==> src/rtl/assert_macros.svh <==
// ----------------------------------------------------------------------------
// Assertion macros
// Concurrent assertion wrappers that compile away when SYNTHESIS is defined.
// ----------------------------------------------------------------------------
`ifndef ASSERT_MACROS_SVH
`define ASSERT_MACROS_SVH
`ifndef SYNTHESIS
// The expression must hold at every clock edge outside reset.
`define ASSERT_ALWAYS(label, clk, rst_n, expr, msg) \
	label: assert property (@(posedge clk) disable iff (!rst_n) (expr)) else $error(msg);
// When the antecedent holds, the consequent must hold at the same edge.
`define ASSERT_SAME(label, clk, rst_n, ante, cons, msg) \
	label: assert property (@(posedge clk) disable iff (!rst_n) (ante) |-> (cons)) \
		else $error(msg);
// When the antecedent holds, the consequent must hold at the next edge.
`define ASSERT_NEXT(label, clk, rst_n, ante, cons, msg) \
	label: assert property (@(posedge clk) disable iff (!rst_n) (ante) |=> (cons)) \
		else $error(msg);
`else
`define ASSERT_ALWAYS(label, clk, rst_n, expr, msg)
`define ASSERT_SAME(label, clk, rst_n, ante, cons, msg)
`define ASSERT_NEXT(label, clk, rst_n, ante, cons, msg)
`endif
`endif

==> src/rtl/imp_pkg.sv <==
// ----------------------------------------------------------------------------
// Instruction mix profiler package
// Shared types, decode constants and counter helpers.
// ----------------------------------------------------------------------------
package imp_pkg;

	localparam int COUNT_WIDTH = 32;
	localparam int QUEUE_DEPTH = 2;
	localparam int QPTR_W = (QUEUE_DEPTH > 1) ? $clog2(QUEUE_DEPTH) : 1;
	localparam int QCNT_W = $clog2(QUEUE_DEPTH + 1);

	localparam int NUM_CLASS = 9;
	localparam int NUM_REGS = 32;

	typedef logic [COUNT_WIDTH-1:0] count_t;

	// Class counter slots.
	localparam logic [3:0] IDX_TOTAL = 4'd0;
	localparam logic [3:0] IDX_R     = 4'd1;
	localparam logic [3:0] IDX_I     = 4'd2;
	localparam logic [3:0] IDX_J     = 4'd3;
	localparam logic [3:0] IDX_FWD   = 4'd4;
	localparam logic [3:0] IDX_BKW   = 4'd5;
	localparam logic [3:0] IDX_NOT   = 4'd6;
	localparam logic [3:0] IDX_LOAD  = 4'd7;
	localparam logic [3:0] IDX_STORE = 4'd8;

	// Counter index map seen on the read command.
	localparam logic [6:0] CLASS_END  = 7'd9;
	localparam logic [6:0] READ_BASE  = 7'd9;
	localparam logic [6:0] WRITE_BASE = 7'd41;
	localparam logic [6:0] INDEX_END  = 7'd73;

	// Command codes carried in tuser.
	localparam logic CMD_RECORD = 1'b0;
	localparam logic CMD_READ   = 1'b1;

	// Opcodes and function codes.
	localparam logic [5:0] OP_SPECIAL = 6'h00;
	localparam logic [5:0] OP_J       = 6'h02;
	localparam logic [5:0] OP_JAL     = 6'h03;
	localparam logic [5:0] OP_BEQ     = 6'h04;
	localparam logic [5:0] OP_BNE     = 6'h05;
	localparam logic [5:0] OP_LUI     = 6'h0f;
	localparam logic [5:0] OP_LW      = 6'h23;
	localparam logic [5:0] OP_LBU     = 6'h24;
	localparam logic [5:0] OP_LHU     = 6'h25;
	localparam logic [5:0] OP_SB      = 6'h28;
	localparam logic [5:0] OP_SH      = 6'h29;
	localparam logic [5:0] OP_SW      = 6'h2b;
	localparam logic [5:0] FN_SLL     = 6'h00;
	localparam logic [5:0] FN_SRL     = 6'h02;
	localparam logic [5:0] FN_JR      = 6'h08;
	localparam logic [4:0] REG_RA     = 5'd31;

	// One decoded command as it travels from front to back.
	typedef struct packed {
		logic                 is_read;
		logic [6:0]           index;
		logic [NUM_CLASS-1:0] class_inc;
		logic                 rd_a_en;
		logic [4:0]           rd_a;
		logic                 rd_b_en;
		logic [4:0]           rd_b;
		logic                 wr_en;
		logic [4:0]           wr;
	} op_t;

	typedef struct packed {
		logic              empty;
		logic              full;
		logic [QCNT_W-1:0] count;
	} q_status_t;

	// Saturating add of 0, 1 or 2.
	function automatic count_t sat_add(count_t v, logic [1:0] inc);
		logic [COUNT_WIDTH:0] s;
		s = {1'b0, v} + {{(COUNT_WIDTH-1){1'b0}}, inc};
		if (s[COUNT_WIDTH]) begin
			return '1;
		end
		return s[COUNT_WIDTH-1:0];
	endfunction

	// A counter wider than the read port answers all ones once it no longer fits.
	function automatic logic [31:0] clip32(count_t v);
		logic [63:0] w;
		w = 64'(v);
		if (w[63:32] != 32'd0) begin
			return 32'hFFFF_FFFF;
		end
		return w[31:0];
	endfunction

endpackage

==> src/rtl/imp_queue.sv <==
// ----------------------------------------------------------------------------
// Profiler command queue
// Short FIFO of decoded commands between the front and back ends.
// ----------------------------------------------------------------------------
module imp_queue
	import imp_pkg::*;
(
	input  logic      clk,
	input  logic      arst_n,
	input  logic      push,
	input  op_t       push_op,
	input  logic      pop,
	output op_t       head,
	output q_status_t status
);

	op_t               mem_q [QUEUE_DEPTH];
	logic [QPTR_W-1:0] wr_ptr_q;
	logic [QPTR_W-1:0] rd_ptr_q;
	logic [QCNT_W-1:0] count_q;

	assign head         = mem_q[rd_ptr_q];
	assign status.count = count_q;
	assign status.empty = count_q == '0;
	assign status.full  = count_q == QCNT_W'(QUEUE_DEPTH);

	function automatic logic [QPTR_W-1:0] ptr_next(logic [QPTR_W-1:0] p);
		if (p == QPTR_W'(QUEUE_DEPTH - 1)) begin
			return '0;
		end
		return p + 1'b1;
	endfunction

	always_ff @(posedge clk) begin
		if (push) begin
			mem_q[wr_ptr_q] <= push_op;
		end
	end

	always_ff @(posedge clk or negedge arst_n) begin
		if (!arst_n) begin
			wr_ptr_q <= '0;
			rd_ptr_q <= '0;
			count_q  <= '0;
		end else begin
			if (push) begin
				wr_ptr_q <= ptr_next(wr_ptr_q);
			end
			if (pop) begin
				rd_ptr_q <= ptr_next(rd_ptr_q);
			end
			if (push && !pop) begin
				count_q <= count_q + 1'b1;
			end else if (pop && !push) begin
				count_q <= count_q - 1'b1;
			end
		end
	end

endmodule

==> config.mk <==
export PLATFORM = sky130hd
export DESIGN_NAME = imp_queue
export DESIGN_NICKNAME = d
export VERILOG_FILES = /design/src/rtl/assert_macros.svh /design/src/rtl/imp_pkg.sv /design/src/rtl/imp_queue.sv
export SDC_FILE = /design/constraint.sdc
export NUM_CORES = 1
export LEC_CHECK = 0
export ABC_AREA = 1
export BUFFER_PORTS_ARGS = -buffer_cell sky130_fd_sc_hd__buf_2
export CELL_PAD_IN_SITES_DETAIL_PLACEMENT = 0
export CELL_PAD_IN_SITES_GLOBAL_PLACEMENT = 2
export CORE_UTILIZATION = 38
export DETAILED_ROUTE_END_ITERATION = 12
export GPL_TIMING_DRIVEN = 0
export PLACE_DENSITY_LB_ADDON = 0.1
export SKIP_LAST_GASP = 1
export SYNTH_ARGS = -nofsm -noshare
export SYNTH_HDL_FRONTEND = slang
export SYNTH_SLANG_ARGS = --single-unit
==> constraint.sdc <==
create_clock -name clk -period 2.5 [get_ports clk]
set_input_delay 0.375 -clock clk [delete_from_list [all_inputs] [get_ports clk]]
set_output_delay 0.375 -clock clk [all_outputs]
set_load 0.01 [all_outputs]
Word level (Yosys, flattened, before mapping)
Memories as Yosys holds them, arrays and structs flattened.
Cells that the tools add are included.
- RAM bits: 70
- input port bits: 39
- logic and storage cells: 27
- register bits after elaboration: 4
- memories kept: 1
- muxes and demuxes: 12
- equality and inequality tests: 1
- reductions and logical operators: 6
- $add $sub $neg: 4
- memories (name ; depth ; bits a word ; read ports ; clocked after memory_dff ; write ports ; RTL line ; source):
    mem_q ; 2 ; 35 ; 1 ; 0 ; 1 ; imp_queue.sv:17 ; op_t mem_q [QUEUE_DEPTH];
- operator list (cell ; count):
    1-bit 2-to-1 mux ; 10
    2-bit 2-to-1 mux ; 2
    1-bit adder (second input constant) ; 2
    2-bit by 1-bit adder with 2-bit output (second input constant) ; 1
    2-bit == test (second input constant) ; 1
    1-bit logical AND ; 2
    1-bit zero test ; 2
    2-bit zero test ; 1
    2-bit nonzero test ; 1
    2-bit by 1-bit subtractor with 2-bit output (second input constant) ; 1

Longest topological paths before layout
Gate-level depths: netlist of the first run.
- word-level depth: 4
- mapped depth: 7
- depth with buffers taken out: 7

Worst setup path before layout of the first run
OpenSTA, ideal clock, no wires.
- kind: input -> register
- from: in push
- to: mem mem_q[0][0] in the netlist's numbering (enable)
- data arrival time: 1.889 ns
- path slack: 0.183 ns
- stages on the path: 2
- library setup time: 0.428 ns
- cells stage by stage: inv_1 nor2_1
- longest elaborated chain between the ends: 2
- RTL lines (element ; RTL line ; source):
    start, declared ; imp_queue.sv:10 ; input logic push,
    1-bit 2-to-1 mux ; imp_queue.sv:35 ; if (push) begin
    1-bit 2-to-1 mux (implied by the code) ; imp_queue.sv:36 ; mem_q[wr_ptr_q] <= push_op;
    end, declared ; imp_queue.sv:17 ;
Every way passes these cells.

==> flow_metrics.env, run 1 <==
export IMPL_num_nets_final=264
export IMPL_dieArea_sq_mm=0.007939
export IMPL_core_sq_mm=0.007292
export IMPL_path_cells="buf_6 -> buf_12 -> mux2_4 -> buf_2"
export IMPL_finalHoldViolCount=0
export IMPL_power_frac_clock_pct=23.6
export IMPL_yosysWarnings=0
export IMPL_hpwl_um=3127
export IMPL_area_growth_synth_to_final_pct=26.43
export IMPL_vias_per_cell=4.421
export IMPL_yosysTopAreaCellShare_pct=72.92
export IMPL_regArea_sq_mm=0.002202
export IMPL_drv_slew=0
export IMPL_layout_drive_gt1_share_pct=57.21
export IMPL_end_kind="output port"
export IMPL_fin_crit_ns=1.828
export IMPL_yosysUniqueCellTypes=14
export IMPL_cpPeakStageDelay_ns=0.37
export IMPL_drcViolationCount=0
export IMPL_die_h_um=89.10
export IMPL_routabilityCongestion=0.6471
export IMPL_grt_overflow=0
export IMPL_fill_cells=650
export IMPL_track_usage_pct=12.39
export IMPL_cp_data_required_time_ns=2.12
export IMPL_powerDensity_mw_per_mm2=1119
export IMPL_portBuffers=77
export IMPL_slew_headroom_pct=47.13
export IMPL_switching_power_w=0.001132
export IMPL_firstDrtPassIters=4
export IMPL_multi_input_area_sq_um=590.6
export IMPL_crit_arrival_ns=1.45
export IMPL_initial_core_util_pct=39.53
export IMPL_grt_pass1_vias=1430
export IMPL_synth_seq_cells=74
export IMPL_path_max_fanout=10
export IMPL_finalPower_w=0.004077
export IMPL_min_path_type="primary input to flip-flop"
export IMPL_syn_area_sq_mm=0.002883
export IMPL_cts_tree="done"
export IMPL_synth_area_leaders="edfxtp_1 (73%), mux2_4 (15%), dfrtp_1 (3.5%), mux2_2 (2.3%), buf_12 (2.1%)"
export IMPL_wl_met3_um=250
export IMPL_post_cts_buffers=0
export IMPL_synth_edf_count=70
export IMPL_synth_nets=174
export IMPL_cap_viol_max_count=0
export IMPL_synth_top_cell_by_area="edfxtp_1"
export IMPL_finalSetupViolCount=0
export IMPL_cp_top_family="buffers and inverters"
export IMPL_worstSkewPairLatency_ns=0.33
export IMPL_antenna_cells=0
export IMPL_grt_pass1_wl_um=6831
export IMPL_cts_sinks=74
export IMPL_die_w_um=89.10
export IMPL_wire_per_inst_um=14.08
export IMPL_ff2ff_setup_slack_ns=1.03
export IMPL_status="finished, final reports clean"
export IMPL_wl_met1_um=1728
export IMPL_seq_power_share_pct=42.6
export IMPL_synthesis_instances=134
export IMPL_cp_start_kind="flip-flop"
export IMPL_synth_most_common_cell="edfxtp_1"
export IMPL_cts_root_buf="clkbuf_8"
export IMPL_htree_num_levels=3
export IMPL_fin_crit_sh_pct=73.14
export IMPL_antenna_found_initial=0
export IMPL_met2_wirelength_um=2528
export IMPL_p_leak_nw=1.501
export IMPL_synth_ff_type="edfxtp_1"
export IMPL_critPathKind="flip-flop to output port"
export IMPL_worst_pin_slew_ns=0.7919
export IMPL_async_flop_share_pct=5.405
export IMPL_antenna_left=0
export IMPL_top_layer_used="met4"
export IMPL_vias=1450
export IMPL_clock_path_buffers=2
export IMPL_placementRows=31
export IMPL_pin_count=78
export IMPL_slowest_stage="dfrtp_1"
export IMPL_netSwitchingFraction_pct=27.77
export IMPL_p_int_w=0.002945
export IMPL_drt_iter0_markers=38
export IMPL_skew_ns=0.002881
export IMPL_rsz0062_at_grt="false"
export IMPL_vdd_ir_drop_max_mv=0.5206
export IMPL_cp_buffers_inverters=3
export IMPL_avgSynthCellArea_sq_um=21.51
export IMPL_seq_area_frac_synth_pct=76.39
export IMPL_combPwrFrac_pct=33.7
export IMPL_routed_wl_um=4618
export IMPL_utilization_pct=49.98
export IMPL_path_clk_slew_ns=0.07
export IMPL_max_freq_mhz=546.9
export IMPL_grt_max_degree=36
export IMPL_cts_made_buffers=9
export IMPL_synth_top_cells_by_count="edfxtp_1 (70), mux2_4 (29), inv_1 (7)"
through the flow:
| step | hold slack, ns | area [sq um] | TNS, ns | std cells | setup slack (ns) |
|---|---|---|---|---|---|
| after detailed placement | 0.1884 | 3427 | 0 | 311 | 0.4248 |
| after global placement | 0.1827 | 3392 | -24.41 | 310 | -0.6981 |
| final | 0.2242 | 3645 | 0 | 328 | 0.6716 |
| after global routing | 0.2067 | 3645 | 0 | 328 | 0.6065 |
| after CTS | 0.2091 | 3645 | 0 | 328 | 0.4943 |
| after floorplan | 0.07941 | 2883 | 0 | 134 | 0.1828 |
power by group through the flow:
stage | registers, W | clock network [W] | logic, W
finish | 0.00174 | 0.000964 | 0.00138
detailed placement | 0.00177 | 0 | 0.00141
floorplan | 0.00175 | 0 | 0.000957
CTS | 0.00175 | 0.000994 | 0.00141
global route | 0.00176 | 0.00104 | 0.00149
global placement | 0.00176 | 0 | 0.00135
logic make-up (layout without fill, tap and decap cells):
kind of cell	Yosys count	after routing	synth area share (%)
flip-flops	74	74	76.39
multiplexers	35	35	17.45
buffers and inverters	11	106	3.386
AND/OR/NAND/NOR	10	10	1.432
XOR/XNOR	3	3	0.9116
adder cells (fa/ha/maj)	1	1	0.4340
registers in the layout, indices dropped and copies added, names as in the netlist:
name      count
mem_q        70
count_q       2
rd_ptr_q      1
wr_ptr_q      1
final cells by class:
type	count	share of cell area, %
sequential	74	60.42
multi-input combinational	49	16.20
timing repair buffer	79	11.60
clock buffer	10	3.502
tap	99	3.399
clock inverter	6	2.197
buffer	4	1.957
inverter	7	0.7209
placed cells by master, fill, tap and decap left out, types with 2 or more instances in the layout:
cell | Yosys | final
mux2_4 | 29 | 29
mux2_2 | 6 | 6
inv_1 | 7 | 6
nor2_1 | 3 | 2
buf_12 | 3 | 3
clkinv_1 | 0 | 3
dfrtp_1 | 4 | 4
edfxtp_1 | 70 | 70
nand2_1 | 5 | 5
bufinv_16 | 0 | 2
xor2_1 | 2 | 2
buf_2 | 0 | 77
clkbuf_8 | 0 | 9
final timing paths:
path                        startpoint           end  cells past startpoint
setup / recovery              rd_ptr_q      head[17]                      4
hold / removal             push_op[15]  mem_q[0][15]                      1
setup reg to reg              wr_ptr_q  mem_q[1][32]                      2
hold reg to reg               wr_ptr_q      wr_ptr_q                      1
max in group asynchronous       arst_n    count_q[1]                      2
min in group asynchronous       arst_n    count_q[0]                      2
timing repair:
| action | CTS | global route |
|---|---|---|
| hold buffers | 1 | 0 |
| endpoints found under the hold margin | 4 | 0 |
| gates resized for setup | 0 | 0 |
worst register-to-register path, stage by stage (launching register included):
cell and delay [ns]:
dfrtp_1 0.42, nand2_1 0.09, inv_2 0.58
layer usage:
layer	global-route usage [%]	vias up
met4	7.792	0
met1	12.61	705
met3	4.063	9
met5	0	-
li1	-	690
met2	21.93	46
(Power assumes the default switching activity.)
==> inputs of run 2 (changes only) <==
- ABC_AREA: 1 -> 0
- clock period: 2.5 -> 1.9 ns (I/O delays scaled with it)
==> run 2 against run 1 <==
Effect of this change: first-iteration DRC count up 58%; synthesized cell count decreased by 6.7%; count of clock-buffer cells in the layout did not move; final cell count down 2.7%; final area up 0.17%; clock power increased by 46%; die area down 0.68%; flip-flop and latch count unchanged; via count is 4.2% lower; hold slack lost 0.086 ns; largest cell class unchanged; largest power group unchanged.
==> flow_metrics.env, run 2 <==
export IMPL_status="finished, final reports clean"
export IMPL_path_clk_slew_ns=0.07
export IMPL_core_sq_mm=0.007253
export IMPL_routabilityCongestion=0.6825
export IMPL_vdd_ir_drop_max_mv=0.9535
export IMPL_path_max_fanout=10
export IMPL_crit_arrival_ns=1.45
export IMPL_vias=1389
export IMPL_routed_wl_um=4489
export IMPL_cts_tree="done"
export IMPL_wire_per_inst_um=14.07
export IMPL_layout_drive_gt1_share_pct=60.00
export IMPL_layoutNonFillerInstCount=319
export IMPL_grt_overflow=0
export IMPL_synth_seq_cells=74
export IMPL_hpwl_um=2982
export IMPL_r2r_end="mem_q[1][17]"
export IMPL_firstDrtPassIters=4
export IMPL_yosysWarnings=0
export IMPL_worst_pin_slew_ns=0.8931
export IMPL_clock_path_buffers=2
export IMPL_layout_top_registers="mem_q: 70 flops, count_q: 2 flops"
export IMPL_critPathKind="flip-flop to output port"
export IMPL_cts_root_buf="clkbuf_8"
export IMPL_synth_top_cell_by_area="edfxtp_1"
export IMPL_antenna_cells=0
export IMPL_ctsResizeCount=0
export IMPL_final_cell_mix="buf_2 (77), edfxtp_1 (70), mux2_4 (29)"
export IMPL_ff2ff_setup_slack_ns=0.33
export IMPL_initial_core_util_pct=39.47
export IMPL_synth_top_cells_by_count="edfxtp_1 (70), mux2_4 (29), mux2_2 (6)"
export IMPL_multi_input_area_sq_um=594.3
export IMPL_area_growth_synth_to_final_pct=27.53
export IMPL_max_flop_register="mem_q"
export IMPL_mostFrequentLayoutCell="buf_2"
export IMPL_slew_headroom_pct=40.46
export IMPL_grt_pass1_vias=1450
export IMPL_reg2reg_from="wr_ptr_q"
export IMPL_portBuffers=77
export IMPL_drv_slew=0
export IMPL_dieArea_sq_mm=0.007885
export IMPL_antenna_found_initial=0
export IMPL_async_flop_share_pct=5.405
export IMPL_met2_wirelength_um=2377
export IMPL_top_layer_used="met4"
export IMPL_grt_max_degree=36
export IMPL_synth_edf_count=70
export IMPL_fin_crit_sh_pct=91.17
export IMPL_p_leak_nw=1.482
export IMPL_drcViolationCount=0
export IMPL_synth_area_leaders="edfxtp_1 (73%), mux2_4 (15%), dfrtp_1 (3.5%), mux2_2 (2.4%), buf_12 (2.1%)"
export IMPL_fin_crit_ns=1.732
export IMPL_synth_nets=165
export IMPL_wl_met1_um=1764
export IMPL_cts_sinks=74
export IMPL_finalSetupViolCount=0
export IMPL_min_delay_start="push_op[19]"
export IMPL_track_usage_pct=12.71
export IMPL_antenna_left=0
export IMPL_yosysTopAreaCellShare_pct=73.43
export IMPL_cap_viol_max_count=0
export IMPL_max_freq_mhz=577.3
export IMPL_cp_data_required_time_ns=1.62
export IMPL_grt_pass1_wl_um=6975
export IMPL_critPathLaunch="rd_ptr_q"
export IMPL_die_w_um=88.80
export IMPL_fin_tns_setup_ns=0
export IMPL_avgSynthCellArea_sq_um=22.90
export IMPL_place_inst=302
export IMPL_synth_ff_type="edfxtp_1"
export IMPL_utilization_pct=50.34
export IMPL_yosysUniqueCellTypes=13
export IMPL_seq_area_frac_synth_pct=76.92
export IMPL_skew_ns=0.004928
export IMPL_placementRows=31
export IMPL_wl_met3_um=260
export IMPL_pin_count=78
export IMPL_die_h_um=88.80
export IMPL_synthesis_instances=125
export IMPL_finalHoldViolCount=0
export IMPL_synth_most_common_cell="edfxtp_1"
export IMPL_syn_area_sq_mm=0.002863
export IMPL_powerDensity_mw_per_mm2=1503
export IMPL_num_nets_final=255
export IMPL_htree_num_levels=3
export IMPL_end_kind="output port"
export IMPL_post_cts_buffers=0
export IMPL_drt_iter0_markers=60
export IMPL_cp_start_kind="flip-flop"
export IMPL_worstSkewPairLatency_ns=0.33
export IMPL_regArea_sq_mm=0.002202
export IMPL_vias_per_cell=4.354
export IMPL_fill_cells=625
export IMPL_min_path_type="primary input to flip-flop"
export IMPL_largest_reg_flops=70
export IMPL_setup_worst_path_end="head[16]"
export IMPL_rsz0062_at_grt="false"
export IMPL_ff2ff_path_depth=1
export IMPL_cts_made_buffers=9
run 2: worst min path at each step:
stage | endpoint | slack, ns | cells after the start
floorplan | count_q[0] | -0.01 | 0
global placement | count_q[1] | 0.09 | 1
detailed placement | count_q[0] | 0.1 | 1
CTS | mem_q[1][19] | 0.12 | 1
global route | mem_q[1][1] | 0.11 | 1
finish | mem_q[1][19] | 0.14 | 1
run 2: cell families (layout without fill, tap and decap cells):
| family | count (synthesis) | count (layout) | synth area share, % |
|---|---|---|---|
| AND/OR/NAND/NOR | 5 | 5 | 0.9180 |
| XOR/XNOR | 5 | 5 | 1.530 |
| multiplexers | 35 | 35 | 17.57 |
| buffers and inverters | 5 | 100 | 2.622 |
| adder cells (fa/ha/maj) | 1 | 1 | 0.4370 |
| flip-flops | 74 | 74 | 76.92 |
run 2: per-layer routing:
layer / track usage (%) / vias up
li1: - / 660
met2: 21.33 / 45
met5: 0 / -
met1: 13.70 / 677
met3: 4.571 / 7
met4: 7.918 / 0
run 2: cell type report:
class	count	area share, %
clock inverter	6	2.879
clock buffer	10	3.496
multi-input combinational	46	16.28
inverter	1	0.1028
sequential	74	60.32
buffer	4	1.953
tap	99	3.393
timing repair buffer	79	11.58
run 2: metrics by stage:
| step | hold slack, ns | setup WS, ns | power [W] | instance area [sq um] |
|---|---|---|---|---|
| global placement | 0.09266 | -0.3214 | 0.004075 | 3374 |
| finish | 0.1386 | 0.1678 | 0.005487 | 3651 |
| CTS | 0.1178 | 0.1386 | 0.005571 | 3651 |
| detailed placement | 0.09997 | 0.3137 | 0.004157 | 3408 |
| floorplan | -0.01059 | 0.1588 | 0.003558 | 2865 |
| global route | 0.1121 | 0.1020 | 0.005785 | 3651 |
run 2: worst max-delay path, stage by stage, from the launching register on:
cell and delay [ns]:
dfrtp_1 0.37, buf_6 0.16, buf_12 0.15, mux2_4 0.30, buf_2 0.14
run 2: repair_timing:
item                                    in CTS  in global routing
hold buffers                                 1                  0
endpoints found under the setup margin       0                  0
endpoints found under the hold margin        4                  0
run 2: report_power, final:
part	switching, W	internal [W]	total, W
clock network	0.000543	0.000864	0.00141
logic	0.000822	0.000976	0.00180
registers	0.000109	0.00217	0.00228
