**src/rtl/assert_macros.svh**
```systemverilog
// ----------------------------------------------------------------------------
// Assertion macros
// Concurrent assertion wrappers that compile away when SYNTHESIS is defined.
// ----------------------------------------------------------------------------
`ifndef ASSERT_MACROS_SVH
`define ASSERT_MACROS_SVH
`ifndef SYNTHESIS
// The expression must hold at every clock edge outside reset.
`define ASSERT_ALWAYS(label, clk, rst_n, expr, msg) \
	label: assert property (@(posedge clk) disable iff (!rst_n) (expr)) else $error(msg);
// When the antecedent holds, the consequent must hold at the same edge.
`define ASSERT_SAME(label, clk, rst_n, ante, cons, msg) \
	label: assert property (@(posedge clk) disable iff (!rst_n) (ante) |-> (cons)) \
		else $error(msg);
// When the antecedent holds, the consequent must hold at the next edge.
`define ASSERT_NEXT(label, clk, rst_n, ante, cons, msg) \
	label: assert property (@(posedge clk) disable iff (!rst_n) (ante) |=> (cons)) \
		else $error(msg);
`else
`define ASSERT_ALWAYS(label, clk, rst_n, expr, msg)
`define ASSERT_SAME(label, clk, rst_n, ante, cons, msg)
`define ASSERT_NEXT(label, clk, rst_n, ante, cons, msg)
`endif
`endif

```
**src/rtl/imp_pkg.sv**
```systemverilog
// ----------------------------------------------------------------------------
// Instruction mix profiler package
// Shared types, decode constants and counter helpers.
// ----------------------------------------------------------------------------
package imp_pkg;

	localparam int COUNT_WIDTH = 32;
	localparam int QUEUE_DEPTH = 2;
	localparam int QPTR_W = (QUEUE_DEPTH > 1) ? $clog2(QUEUE_DEPTH) : 1;
	localparam int QCNT_W = $clog2(QUEUE_DEPTH + 1);

	localparam int NUM_CLASS = 9;
	localparam int NUM_REGS = 32;

	typedef logic [COUNT_WIDTH-1:0] count_t;

	// Class counter slots.
	localparam logic [3:0] IDX_TOTAL = 4'd0;
	localparam logic [3:0] IDX_R     = 4'd1;
	localparam logic [3:0] IDX_I     = 4'd2;
	localparam logic [3:0] IDX_J     = 4'd3;
	localparam logic [3:0] IDX_FWD   = 4'd4;
	localparam logic [3:0] IDX_BKW   = 4'd5;
	localparam logic [3:0] IDX_NOT   = 4'd6;
	localparam logic [3:0] IDX_LOAD  = 4'd7;
	localparam logic [3:0] IDX_STORE = 4'd8;

	// Counter index map seen on the read command.
	localparam logic [6:0] CLASS_END  = 7'd9;
	localparam logic [6:0] READ_BASE  = 7'd9;
	localparam logic [6:0] WRITE_BASE = 7'd41;
	localparam logic [6:0] INDEX_END  = 7'd73;

	// Command codes carried in tuser.
	localparam logic CMD_RECORD = 1'b0;
	localparam logic CMD_READ   = 1'b1;

	// Opcodes and function codes.
	localparam logic [5:0] OP_SPECIAL = 6'h00;
	localparam logic [5:0] OP_J       = 6'h02;
	localparam logic [5:0] OP_JAL     = 6'h03;
	localparam logic [5:0] OP_BEQ     = 6'h04;
	localparam logic [5:0] OP_BNE     = 6'h05;
	localparam logic [5:0] OP_LUI     = 6'h0f;
	localparam logic [5:0] OP_LW      = 6'h23;
	localparam logic [5:0] OP_LBU     = 6'h24;
	localparam logic [5:0] OP_LHU     = 6'h25;
	localparam logic [5:0] OP_SB      = 6'h28;
	localparam logic [5:0] OP_SH      = 6'h29;
	localparam logic [5:0] OP_SW      = 6'h2b;
	localparam logic [5:0] FN_SLL     = 6'h00;
	localparam logic [5:0] FN_SRL     = 6'h02;
	localparam logic [5:0] FN_JR      = 6'h08;
	localparam logic [4:0] REG_RA     = 5'd31;

	// One decoded command as it travels from front to back.
	typedef struct packed {
		logic                 is_read;
		logic [6:0]           index;
		logic [NUM_CLASS-1:0] class_inc;
		logic                 rd_a_en;
		logic [4:0]           rd_a;
		logic                 rd_b_en;
		logic [4:0]           rd_b;
		logic                 wr_en;
		logic [4:0]           wr;
	} op_t;

	typedef struct packed {
		logic              empty;
		logic              full;
		logic [QCNT_W-1:0] count;
	} q_status_t;

	// Saturating add of 0, 1 or 2.
	function automatic count_t sat_add(count_t v, logic [1:0] inc);
		logic [COUNT_WIDTH:0] s;
		s = {1'b0, v} + {{(COUNT_WIDTH-1){1'b0}}, inc};
		if (s[COUNT_WIDTH]) begin
			return '1;
		end
		return s[COUNT_WIDTH-1:0];
	endfunction

	// A counter wider than the read port answers all ones once it no longer fits.
	function automatic logic [31:0] clip32(count_t v);
		logic [63:0] w;
		w = 64'(v);
		if (w[63:32] != 32'd0) begin
			return 32'hFFFF_FFFF;
		end
		return w[31:0];
	endfunction

endpackage

```
**src/rtl/imp_front.sv**
```systemverilog
// ----------------------------------------------------------------------------
// Profiler front end
// Accepts commands and decodes trace records into counter increments.
// ----------------------------------------------------------------------------
module imp_front
	import imp_pkg::*;
(
	input  logic         s_tvalid,
	output logic         s_tready,
	input  logic [103:0] s_tdata,
	input  logic         s_tuser,
	input  q_status_t    q_status,
	output logic         push,
	output op_t          push_op
);

	logic [31:0] pc;
	logic [31:0] word;
	logic [31:0] next_pc;
	logic [31:0] seq_pc;
	logic [5:0]  opcode;
	logic [5:0]  funct;
	logic [4:0]  rs;
	logic [4:0]  rt;
	logic [4:0]  rd;
	logic        is_fwd;
	logic        is_seq;

	assign pc      = s_tdata[31:0];
	assign word    = s_tdata[63:32];
	assign next_pc = s_tdata[95:64];
	assign opcode  = word[31:26];
	assign rs      = word[25:21];
	assign rt      = word[20:16];
	assign rd      = word[15:11];
	assign funct   = word[5:0];
	assign seq_pc  = pc + 32'd4;
	assign is_fwd  = next_pc > seq_pc;
	assign is_seq  = next_pc == seq_pc;

	assign s_tready = !q_status.full;
	assign push     = s_tvalid && s_tready;

	always_comb begin
		push_op           = '0;
		push_op.is_read   = s_tuser == CMD_READ;
		push_op.index     = s_tdata[102:96];
		push_op.rd_a      = rs;
		push_op.rd_b      = rt;
		push_op.wr        = rt;
		if (s_tuser == CMD_RECORD) begin
			push_op.class_inc[IDX_TOTAL] = 1'b1;
			priority if (opcode == OP_SPECIAL) begin
				push_op.class_inc[IDX_R] = 1'b1;
				push_op.wr = rd;
				priority if (funct == FN_JR) begin
					push_op.rd_a_en = 1'b1;
				end else if (funct == FN_SLL || funct == FN_SRL) begin
					push_op.rd_b_en = 1'b1;
					push_op.wr_en   = 1'b1;
				end else begin
					push_op.rd_a_en = 1'b1;
					push_op.rd_b_en = 1'b1;
					push_op.wr_en   = 1'b1;
				end
			end else if (opcode == OP_J || opcode == OP_JAL) begin
				push_op.class_inc[IDX_J] = 1'b1;
				push_op.class_inc[is_fwd ? IDX_FWD : IDX_BKW] = 1'b1;
				push_op.wr    = REG_RA;
				push_op.wr_en = opcode == OP_JAL;
			end else begin
				push_op.class_inc[IDX_I] = 1'b1;
				priority if (opcode == OP_LUI) begin
					push_op.wr_en = 1'b1;
				end else if (opcode == OP_BEQ || opcode == OP_BNE) begin
					push_op.rd_a_en = 1'b1;
					push_op.rd_b_en = 1'b1;
					if (is_seq) begin
						push_op.class_inc[IDX_NOT] = 1'b1;
					end else begin
						push_op.class_inc[is_fwd ? IDX_FWD : IDX_BKW] = 1'b1;
					end
				end else if (opcode == OP_SB || opcode == OP_SH || opcode == OP_SW) begin
					push_op.rd_a_en = 1'b1;
					push_op.rd_b_en = 1'b1;
					push_op.class_inc[IDX_STORE] = 1'b1;
				end else begin
					push_op.class_inc[IDX_LOAD] =
						opcode == OP_LW || opcode == OP_LBU || opcode == OP_LHU;
					push_op.rd_a_en = 1'b1;
					push_op.wr_en   = 1'b1;
				end
			end
		end
	end

endmodule

```
**config.mk**
```make
export PLATFORM = sky130hd
export DESIGN_NAME = imp_front
export DESIGN_NICKNAME = d
export VERILOG_FILES = /design/src/rtl/assert_macros.svh /design/src/rtl/imp_pkg.sv /design/src/rtl/imp_front.sv
export SDC_FILE = /design/constraint.sdc
export NUM_CORES = 1
export LEC_CHECK = 0
export ABC_AREA = 1
export BUFFER_PORTS_ARGS = -buffer_cell sky130_fd_sc_hd__buf_2
export CORE_MARGIN = 2
export CORE_UTILIZATION = 40
export DETAILED_ROUTE_END_ITERATION = 8
export PLACE_DENSITY = 0.92
export SYNTH_ARGS = -nofsm -noshare
export SYNTH_HDL_FRONTEND = slang
export SYNTH_SLANG_ARGS = --single-unit
```
**constraint.sdc**
```tcl
create_clock -name vclk -period 3.72
set_input_delay 0.372 -clock vclk [all_inputs]
set_output_delay 0.372 -clock vclk [all_outputs]
set_load 0.005 [all_outputs]
```
Word level (Yosys, flattened, before mapping)
Index checks and enable logic that the tools add are counted.

word-level totals
  latch bits = 0
  logic and storage cells = 63
  memory bits (read-only) = 0
  bits in writable memories = 0
  memories = 0
  flip-flop bits (word level) = 0

cells by class
  divide/modulo/power cells = 0
  bitwise gates (word level) = 0
  magnitude comparators = 3
  shift operators = 0
  multiplexer cells = 33
  add/sub/neg operators = 1
  eq/ne operators = 14
  reductions and logical operators = 12
  multiply operators = 0

operators with widths
  operator                 count
  $eq A6 B6 Y1 const B     6
  $add A32 B3 Y32 const B  1
  $eq A32 B32 Y1           1
  $gt A32 B32 Y1           1
  $mux W1                  21
  $mux W10                 2
  $eq A6 B2 Y1 const B     3
  $mux W6                  3
  $mux W7                  2
  $eq A6 B3 Y1 const B     2
  $eq A6 B4 Y1 const B     2
  $logic_not A6 Y1         2
  $mux W9                  1
  $logic_or A1 B1 Y1       7
  $lt A3 B5 Y1 const B     1
  $mux W5                  1
  $demux W1 S4             1
  $mux W2                  2
  $ge A3 B1 Y1 const B     1
  $logic_and A1 B1 Y1      2
  $logic_not A1 Y1         1

Depth between registers and ports, before layout
Gate-level depths: netlist of the first run.

  depth after elaboration = 13
  gate-level depth with buffers = 20
  mapped depth without buffers = 20

Worst setup path before layout of the first run
Ideal clock, no wire load.

  kind = input-to-output
  start = input s_tdata[2]
  end = output push_op[24] in the netlist's numbering
  arrival = 2.332 ns
  path slack = 1.016 ns
  stages = 15
  cells stage by stage = ha_1 > nand4_2 > nor2_4 > inv_1 > nor2_2 > nand3_1 > xnor2_1 > inv_1 > ha_1 > nand2_1 > nor2_1 > nand2_1 > nor3_1 > nand2_1 > nor3_1

RTL lines
  element      line             source
  from (decl)  imp_front.sv:10  input logic [103:0] s_tdata,
  to (decl)    imp_front.sv:14  output op_t push_op

==> results of run 1 <==
[critical path, cell delays in order]
cell	delay, ns
buf_2	0.16
ha_1	0.27
nand4_2	0.20
nor2_4	0.18
inv_1	0.07
nor2_2	0.13
nand3_1	0.11
xnor2_1	0.16
inv_1	0.06
ha_1	0.26
nand2_1	0.05
nor2_1	0.13
nand2_1	0.10
nor3_1	0.30
nand2_1	0.15
a21oi_1	0.16
buf_2	0.13
[logic make-up (layout without fill, tap and decap cells)]
group,Yosys count,count (layout),share of synthesized area [%]
AO/OA/AOI/OAI,32,32,9.27
AND/OR/NAND/NOR,172,172,40.6
buffers and inverters,65,161,16.3
adder cells (fa/ha/maj),33,33,21.5
XOR/XNOR,27,27,12.3
[placed cells by master (no fill, tap or decap)]
cell | Yosys | final
o21bai_1 | 1 | 1
nor2_4 | 1 | 1
and3_1 | 1 | 1
nand4_2 | 1 | 1
o22ai_1 | 5 | 5
xnor2_1 | 13 | 13
nor3b_1 | 2 | 2
nand3_1 | 13 | 13
buf_2 | 0 | 114
nand4_1 | 10 | 10
nand3_2 | 2 | 2
inv_1 | 46 | 46
nor4_1 | 4 | 4
a31oi_1 | 1 | 1
nor3_1 | 14 | 14
nor2_2 | 3 | 3
o21ai_0 | 6 | 6
nor4_2 | 2 | 2
nor2_1 | 38 | 38
o21a_1 | 2 | 2
xor2_1 | 14 | 14
ha_1 | 33 | 33
a21oi_1 | 16 | 16
inv_2 | 1 | 1
a21o_1 | 1 | 1
nand2_1 | 81 | 81
[stage by stage]
stage                     hold slack [ns]  instances
after floorplan                     0.771        329
after global placement              0.744        479
after detailed placement            0.744        479
after CTS                           0.744        479
after global routing                0.744        479
final                               0.744        479
[area by class of cell]
class                      count  share of cell area [%]
tap                           54                    2.79
timing repair buffer         114                    23.6
inverter                      47                    7.29
multi-input combinational    264                    66.3
[report_power, final]
| group | switching [uW] | total (uW) | internal, uW |
|---|---|---|---|
| registers | 0 | 0 | 0 |
| logic | 115 | 213 | 97.4 |
| clock network | 0 | 0 | 0 |
| total | 115 | 213 | 97.4 |
[layer usage]
metal | track usage (%) | up-vias
met3 | 1.93 | 2
met5 | 0 | -
met2 | 37.2 | 74
li1 | - | 1260
met1 | 25.8 | 1060
met4 | 1.03 | 0
[Yosys cell counts, types with 4 or more instances]
cell type	number	area (um2)
o21ai_0	6	30.0
ha_1	33	413
nand4_1	10	62.6
nand3_1	13	65.1
a21oi_1	16	80.1
nor4_1	4	25.0
xor2_1	14	123
nand2_1	81	304
buf_4	18	135
xnor2_1	13	114
nor3_1	14	70.1
o22ai_1	5	31.3
inv_1	46	173
nor2_1	38	143
[worst min-delay path by stage]
stage	end	slack [ns]	depth (start not counted)
global route	push_op[13]	0.74	0
global placement	push_op[14]	0.74	0
floorplan	s_tready	0.77	1
detailed placement	push_op[14]	0.74	0
finish	push_op[12]	0.74	0
CTS	push_op[14]	0.74	0
==> Flow_metrics.wiki, run 1 <==
{| class="wikitable"
! Metric !! Value
|-
| Number of nets at the end of the flow || 570
|-
| GRT Overall Usage || 20.0%
|-
| Average instance area after synthesis || 5.83 um2
|-
| Placed Area || 2420 um2
|-
| Required arrival time at the worst endpoint || 3.35 ns
|-
| Worst-case setup margin in the final layout || 0.383 ns
|-
| Number of pins with negative max-slew slack in the final report || 0
|-
| Final min period || 3.34 ns
|-
| Type of the most critical hold path || input port to output pin
|-
| Layout Cell Area excl Fill || 2420 um2
|-
| Type of the worst setup path || input port to output pin
|-
| Number of endpoints with negative hold slack in the final report || 0
|-
| Core ar. || 4660 um2
|-
| Synthesized instance count || 329
|-
| Run status || completed
|-
| Top Layer Used || met4
|-
| Synth warn || 0
|-
| Count of hold buffers inserted by post-cts repair || 0
|-
| Die extent in x || 73.2 um
|-
| DRC Markers || 0
|-
| Cell Area, Synth || 1920 um2
|-
| Crit path from || s_tdata[2]
|-
| Number of endpoints failing setup at the final stage || 0
|-
| Initial core utilization || 41.1%
|-
| Global placer's final weighted congestion || 0.881
|-
| Max VDD drop || 43.2 uV
|-
| Footprint of the multi-input gates || 1610 um2
|-
| Amount of wire on met3 after detailed routing || 367 um
|-
| Height of the die || 73.2 um
|-
| Filler cell count in the final layout || 505
|-
| Core occupancy in the finished layout || 51.9%
|-
| Count of sequential standard cells || 0
|-
| Met1 Routed Length || 2310 um
|-
| Critical Path Start Type || input port
|-
| Power Density || 87.9 nW/um2
|-
| Sequential fraction of the synthesis area || 0%
|-
| Number of library cell types mapped by synthesis || 26
|-
| Port Buf Inserts || 114
|-
| Setup Total Neg Slack || 0 ns
|-
| Total I/O pin count || 147
|-
| Worst Setup EP || push_op[23]
|-
| Global-route wire length before repair || 8890 um
|-
| Vias in the first global route || 2125
|-
| Final period utilization || 89.7%
|-
| Setup bufs post-CTS || 0
|-
| Post-CTS resize count || 0
|-
| Max-cap viol count || 0
|-
| Clock Buffer Count || 0
|-
| Net Count, Synth || 472
|-
| Highest net fanout along the worst path || 6
|-
| Least-Margin Pin Slew || 0.420 ns
|-
| Antenna violations before repair || 0
|-
| Arrival time reported for the critical path endpoint || 2.96 ns
|-
| Number of antenna-violating nets in the routed design || 0
|-
| DP Worst Slack || 0.371 ns
|-
| Unrepaired setup endpoints after global routing || no
|-
| Average routed wire per standard cell || 11.6 um
|-
| Total congestion overflow after global routing || 0
|-
| Worst max-slew margin expressed relative to the limit || 71.7%
|-
| Footprint of the flip-flops and latches || 0 um2
|-
| Routed length on met2 || 2870 um
|-
| Static Leakage || 0.00135 uW
|-
| Vias || 2396
|-
| Area growth syn-to-layout || 26.2%
|-
| Worst hold path startpoint || s_tdata[53]
|-
| Full die area || 5360 um2
|-
| Number of rows created at floorplan || 25
|-
| Violation count after the first detailed-route iteration || 90
|-
| Maximum number of pins on one net before global-route repair || 8
|-
| Overall Power || 213 uW
|-
| Share of cells above drive strength 1 || 29.2%
|-
| Detailed-routing iteration count for the pre-antenna-repair pass || 4
|-
| Capturing element type of the critical path || output pin
|-
| Antenna diode count || 0
|-
| Peak Freq || 300 MHz
|-
| Number of vias per cell after detailed routing || 5.00
|-
| Detail Placement HPWL || 5080 um
|-
| Post-Route WL || 5550 um
|}
No activity file was read; power rests on OpenSTA's default activity.
==> inputs of run 2 (changes only) <==
--- a/config.mk
+++ b/config.mk
@@ -7,10 +7,13 @@
 export LEC_CHECK = 0
 export ABC_AREA = 1
 export BUFFER_PORTS_ARGS = -buffer_cell sky130_fd_sc_hd__buf_2
+export CELL_PAD_IN_SITES_DETAIL_PLACEMENT = 1
+export CELL_PAD_IN_SITES_GLOBAL_PLACEMENT = 2
 export CORE_MARGIN = 2
-export CORE_UTILIZATION = 40
+export CORE_UTILIZATION = 20
 export DETAILED_ROUTE_END_ITERATION = 8
-export PLACE_DENSITY = 0.92
+export MAX_ROUTING_LAYER = met4
+export PLACE_DENSITY = 0.95
 export SYNTH_ARGS = -nofsm -noshare
 export SYNTH_HDL_FRONTEND = slang
 export SYNTH_SLANG_ARGS = --single-unit
==> run 2 against run 1 <==
Compared with the run above: combinational power is 2% higher; die area rose by 94%; power up 2.7%; wire length rose by 27%; final cell count grew 16%; via count up 3.1%; first-iteration DRC count down 58%; worst setup slack got worse by 0.024 ns; fmax is 0.72% lower; sequential share of layout area unchanged; design area increased by 4.3%; largest power group unchanged; core utilization fell by 25 points.
==> Flow_metrics.wiki, run 2 (same netlist as run 1, synthesis figures left out) <==
{| class="wikitable"
! Metric !! Value
|-
| Vias || 2471 (+3.1%)
|-
| Run status || completed
|-
| Detailed-routing iteration count for the pre-antenna-repair pass || 4 (unchanged)
|-
| Non-filler cells in the finished layout || 556 (+16%)
|-
| Core occupancy in the finished layout || 27.2% (-25 points)
|-
| Hold depth || 0 (unchanged)
|-
| Violation count after the first detailed-route iteration || 38 (-58%)
|-
| GRT Overall Usage || 13.3% (-6.7 points)
|-
| Setup bufs post-CTS || 0 (unchanged)
|-
| Number of rows created at floorplan || 35 (+40%)
|-
| Least-Margin Pin Slew || 0.432 ns (+0.0118 ns)
|-
| Max-cap viol count || 0 (unchanged)
|-
| Area growth syn-to-layout || 31.7%
|-
| Type of the worst setup path || input port to output pin
|-
| Peak Freq || 298 MHz (-0.72%)
|-
| Die extent in x || 102 um (+39%)
|-
| Vias in the first global route || 2537 (+19%)
|-
| Fraction of power consumed by sequential logic || 0% (unchanged)
|-
| Global placer's final weighted congestion || 0.810 (-8.0%)
|-
| Total congestion overflow after global routing || 0 (unchanged)
|-
| Switching fraction of total power || 54.9% (+0.73 points)
|-
| Worst max-slew margin expressed relative to the limit || 70.9% (-0.79 points)
|-
| Internal power contribution || 98.4 uW (+1.1%)
|-
| Number of placed instances with taps included || 555 (+16%)
|-
| Critical Path Start Type || input port
|-
| Most common library cell in the layout ignoring fill and taps || buf_2
|-
| Footprint of the flip-flops and latches || 0 um2 (unchanged)
|-
| Highest net fanout along the worst path || 4 (-2)
|-
| Overall Power || 218 uW (+2.7%)
|-
| Highest-count cells in the layout ignoring fill and taps || buf_2, nand2_1, inv_1, nor2_1, ha_1
|-
| Maximum number of pins on one net before global-route repair || 8 (unchanged)
|-
| Number of antenna-violating nets in the routed design || 0 (unchanged)
|-
| Initial core utilization || 20.6% (-20 points)
|-
| Height of the die || 102 um (+39%)
|-
| Core ar. || 9280 um2 (+99%)
|-
| Post-CTS resize count || 0 (unchanged)
|-
| Global-route wire length before repair || 11000 um (+24%)
|-
| Total I/O pin count || 147 (unchanged)
|-
| Number of nets at the end of the flow || 571 (+0.18%)
|-
| DRC Markers || 0 (unchanged)
|-
| Number of endpoints with negative hold slack in the final report || 0 (unchanged)
|-
| Clock Buffer Count || 0 (unchanged)
|-
| Final period utilization || 90.3% (+0.65 points)
|-
| Detail Placement HPWL || 6490 um (+28%)
|-
| Unrepaired setup endpoints after global routing || no
|-
| Setup Total Neg Slack || 0 ns (unchanged)
|-
| Number of pins with negative max-slew slack in the final report || 0 (unchanged)
|-
| Share of cells above drive strength 1 || 29.3% (+0.17 points)
|-
| Relative contribution of the clock network to total power || 0% (unchanged)
|-
| Average routed wire per standard cell || 12.7 um (+9.4%)
|-
| Count of hold buffers inserted by post-cts repair || 0 (unchanged)
|-
| Count of sequential standard cells || 0 (unchanged)
|-
| Port Buf Inserts || 114 (unchanged)
|-
| Full die area || 10400 um2 (+94%)
|-
| Max VDD drop || 35.4 uV (-18%)
|-
| Power Density || 86.5 nW/um2 (-1.5%)
|-
| Antenna violations before repair || 1 (+1)
|-
| Reported net switching power || 120 uW (+4.1%)
|-
| Number of vias per cell after detailed routing || 4.44 (-11%)
|-
| Number of endpoints failing setup at the final stage || 0 (unchanged)
|-
| Required arrival time at the worst endpoint || 3.35 ns (about the same)
|-
| Post-Route WL || 7040 um (+27%)
|-
| Placed Area || 2520 um2 (+4.2%)
|-
| Type of the most critical hold path || input port to output pin
|-
| Capturing element type of the critical path || output pin
|-
| Static Leakage || 0.00136 uW (+0.36%)
|-
| Combinational group share of total power || 100.0% (about the same)
|-
| Arrival time reported for the critical path endpoint || 2.99 ns (+0.03 ns)
|-
| Layout Cell Area excl Fill || 2520 um2 (+4.3%)
|-
| Final min period || 3.36 ns (+0.0243 ns)
|}
## run 2: worst paths after layout
| kind | from | endpoint |
|---|---|---|
| max | s_tdata[3] | push_op[23] |
| min | s_tdata[53] | push_op[12] |
## run 2: power groups by stage
stage	Sequential [uW]	Combinational [uW]	Clock, uW
floorplan	0	127	0
global placement	0	210	0
detailed placement	0	221	0
CTS	0	222	0
global route	0	252	0.0000359
finish	0	218	0.0000359
## run 2: layer usage
metal  up-vias  share of wire [%]  global-route usage (%)
li1       1264                  -                       -
met3         6                5.7                    1.37
met4         0               0.82                   0.718
met2        67                 47                    23.5
met1      1134                 46                    17.1
met5         -                  0                       -
## run 2: worst max-delay path, cell delays in order
cell	delay [ns]
buf_2	0.12
ha_1	0.25
nand4_2	0.20
nor2_4	0.19
inv_1	0.07
nor2_2	0.12
nand3_1	0.12
xnor2_1	0.15
inv_1	0.06
ha_1	0.27
nand2_1	0.05
nor2_1	0.12
nand2_1	0.12
nor3_1	0.29
nand2_1	0.17
a21oi_1	0.18
buf_2	0.14
## run 2: area by class of cell
| type | count | area [um2] |
|---|---|---|
| diodes | 1 | 2.50 |
| fillers | 1293 | 6760 |
| well taps | 129 | 161 |
| inverters | 47 | 176 |
| repair buffers | 115 | 578 |
| multi-input cells | 264 | 1610 |
## run 2: stage by stage
stage               worst slack [ns]  hold WS (ns)
floorplan                       1.02         0.771
global placement               0.437         0.744
detailed placement             0.322         0.744
CTS                            0.324         0.744
global route                  0.0291         0.744
finish                         0.359         0.744
==> inputs of run 3 (changes only) <==
--- a/config.mk
+++ b/config.mk
@@ -14,6 +14,7 @@
 export DETAILED_ROUTE_END_ITERATION = 8
 export MAX_ROUTING_LAYER = met4
 export PLACE_DENSITY = 0.95
+export RECOVER_POWER = 100
 export SYNTH_ARGS = -nofsm -noshare
 export SYNTH_HDL_FRONTEND = slang
 export SYNTH_SLANG_ARGS = --single-unit
==> constraint.sdc (replaced) <==
create_clock -name vclk -period 3.72
set_input_delay 0.186 -clock vclk [all_inputs]
set_output_delay 0.186 -clock vclk [all_outputs]
set_load 0.005 [all_outputs]
==> run 3 against run 2 <==
Compared with the run above: sequential share of layout area stayed put; sequential cell count stayed put; first-iteration DRC count is 47% higher; design area is 1.4% lower; die area stayed put; wire length is 0.92% lower; combinational power hardly changed; fmax is 3.5% higher; worst setup slack better by 0.11 ns; hold slack worse by 0.37 ns; largest cell class unchanged.
==> Flow_metrics.wiki, run 3 (same netlist as run 1, synthesis figures left out) <==
{| class="wikitable"
! Metric !! Value
|-
| Highest-count cells in the layout ignoring fill and taps || buf_2, nand2_1, inv_1, nor2_1, ha_1
|-
| Number of endpoints failing setup at the final stage || 0 (unchanged)
|-
| Detailed-routing iteration count for the pre-antenna-repair pass || 4 (unchanged)
|-
| Footprint of the flip-flops and latches || 0 um2 (unchanged)
|-
| Total I/O pin count || 147 (unchanged)
|-
| Unrepaired setup endpoints after global routing || no
|-
| Max VDD drop || 35.5 uV (+0.15%)
|-
| Number of pins with negative max-slew slack in the final report || 0 (unchanged)
|-
| Met3 track utilization from global routing || 0.958% (-0.41 points)
|-
| Most common library cell in the layout ignoring fill and taps || buf_2
|-
| Setup Total Neg Slack || 0 ns (unchanged)
|-
| Peak-usage layer in the global routing report || met2
|-
| Share of cells above drive strength 1 || 24.9% (-4.4 points)
|-
| Static Leakage || 0.00130 uW (-4.4%)
|-
| Power Density || 86.5 nW/um2 (about the same)
|-
| Vias in the first global route || 2483 (-2.1%)
|-
| Arrival time reported for the critical path endpoint || 3.06 ns (+0.07 ns)
|-
| Count of sequential standard cells || 0 (unchanged)
|-
| Area growth syn-to-layout || 29.8%
|-
| Relative contribution of the clock network to total power || 0% (unchanged)
|-
| Vias || 2428 (-1.7%)
|-
| Worst max-slew margin expressed relative to the limit || 69.8% (-1.2 points)
|-
| Fraction of power consumed by sequential logic || 0% (unchanged)
|-
| Post-CTS resize count || 0 (unchanged)
|-
| Capturing element type of the critical path || output pin
|-
| Maximum number of pins on one net before global-route repair || 8 (unchanged)
|-
| Height of the die || 102 um (unchanged)
|-
| Number of vias per cell after detailed routing || 4.37 (-1.6%)
|-
| Number of antenna-violating nets in the routed design || 0 (unchanged)
|-
| Core ar. || 9280 um2 (unchanged)
|-
| Post-Route WL || 6980 um (-0.92%)
|-
| Core occupancy in the finished layout || 26.8% (-0.39 points)
|-
| Full die area || 10400 um2 (unchanged)
|-
| Internal power contribution || 95.2 uW (-3.2%)
|-
| Antenna violations before repair || 1 (unchanged)
|-
| Worst Setup EP || push_op[22]
|-
| Detail Placement HPWL || 6490 um (-0.12%)
|-
| Type of the most critical hold path || input port to output pin
|-
| Global-route wire length before repair || 10800 um (-2.2%)
|-
| Critical Path Start Type || input port
|-
| Highest net fanout along the worst path || 6 (+2)
|-
| Port Buf Inserts || 114 (unchanged)
|-
| Number of rows created at floorplan || 35 (unchanged)
|-
| Peak Freq || 308 MHz (+3.5%)
|-
| Footprint of the multi-input gates || 1600 um2 (-0.47%)
|-
| Number of nets at the end of the flow || 570 (-0.18%)
|-
| Violation count after the first detailed-route iteration || 56 (+47%)
|-
| Combinational group share of total power || 100.0% (about the same)
|-
| Initial core utilization || 20.6% (unchanged)
|-
| Final min period || 3.25 ns (-0.114 ns)
|-
| Number of endpoints with negative hold slack in the final report || 0 (unchanged)
|-
| Switching fraction of total power || 55.7% (+0.80 points)
|-
| Global-route met2 utilization || 23.3% (-0.15 points)
|-
| GRT Overall Usage || 13.0% (-0.31 points)
|-
| Filler cell count in the final layout || 1280 (-1.0%)
|-
| Setup bufs post-CTS || 0 (unchanged)
|-
| Required arrival time at the worst endpoint || 3.53 ns (+0.18 ns)
|-
| Max-cap viol count || 0 (unchanged)
|-
| Crit path from || s_tdata[2]
|-
| Least-Margin Pin Slew || 0.449 ns (+0.0175 ns)
|-
| Type of the worst setup path || input port to output pin
|-
| DRC Markers || 0 (unchanged)
|-
| Total congestion overflow after global routing || 0 (unchanged)
|-
| Run status || completed
|-
| Final period utilization || 87.3% (-3.1 points)
|-
| Count of hold buffers inserted by post-cts repair || 0 (unchanged)
|-
| Reported net switching power || 120 uW (about the same)
|-
| Average routed wire per standard cell || 12.6 um (-0.74%)
|-
| Met1 usage in global routing || 16.9% (-0.25 points)
|-
| Clock Buffer Count || 0 (unchanged)
|-
| Global placer's final weighted congestion || 0.808 (-0.33%)
|-
| Die extent in x || 102 um (unchanged)
|}
run 3: changes by cell type in the layout (fill, tap and decap cells not counted), sizes merged:
cell / change
buf: -19
clkbuf: +18
run 3: how the worst min path moves through the flow:
stage	start	to	slack, ns	cells after the start
floorplan	q_status[2]	s_tready	0.40	1
global placement	s_tdata[99]	push_op[30]	0.37	0
detailed placement	s_tdata[99]	push_op[30]	0.37	0
CTS	s_tdata[99]	push_op[30]	0.37	0
global route	s_tdata[54]	push_op[13]	0.37	0
finish	s_tdata[53]	push_op[12]	0.37	0
run 3: cell type report:
type,instances,area share (%)
multi-input combinational,264,64.2
timing repair buffer,114,22.1
inverter,47,7.09
tap,129,6.49
antenna,1,0.101
run 3: metrics by stage:
stage / std cells / cell area, um2 / total power (uW) / hold slack [ns] / setup slack, ns
6_report: 555 / 2490 / 215 / 0.372 / 0.473
5_1_grt: 555 / 2490 / 248 / 0.372 / 0.237
4_1_cts: 554 / 2510 / 221 / 0.372 / 0.603
3_5_place_dp: 554 / 2510 / 220 / 0.372 / 0.614
3_3_place_gp: 554 / 2510 / 209 / 0.372 / 0.718
2_1_floorplan: 329 / 1920 / 127 / 0.399 / 1.39
run 3: layer usage:
layer | vias up | wire length, um
li1 | 1263 | -
met5 | - | 0
met4 | 0 | 8
met1 | 1108 | 3230
met3 | 2 | 357
met2 | 55 | 3380
run 3: power groups by stage:
| stage | Sequential [uW] | Combinational (uW) | Clock (uW) |
|---|---|---|---|
| 5_1_grt | 0 | 248 | 0.0000359 |
| 2_1_floorplan | 0 | 127 | 0 |
| 6_report | 0 | 215 | 0.0000359 |
| 3_3_place_gp | 0 | 209 | 0 |
| 4_1_cts | 0 | 221 | 0 |
| 3_5_place_dp | 0 | 220 | 0 |
run 3: worst max-delay path: stages:
cell	delay, ns
buf_2	0.18
ha_1	0.27
nand4_2	0.18
nor2_1	0.35
inv_1	0.10
nor2_2	0.13
nand3_1	0.11
xnor2_1	0.16
inv_1	0.06
ha_1	0.26
nand2_1	0.05
nor2_1	0.13
nand2_1	0.12
nor3_1	0.29
nand2_1	0.10
nand2_1	0.09
nand2_1	0.05
nor2_1	0.11
buf_2	0.13
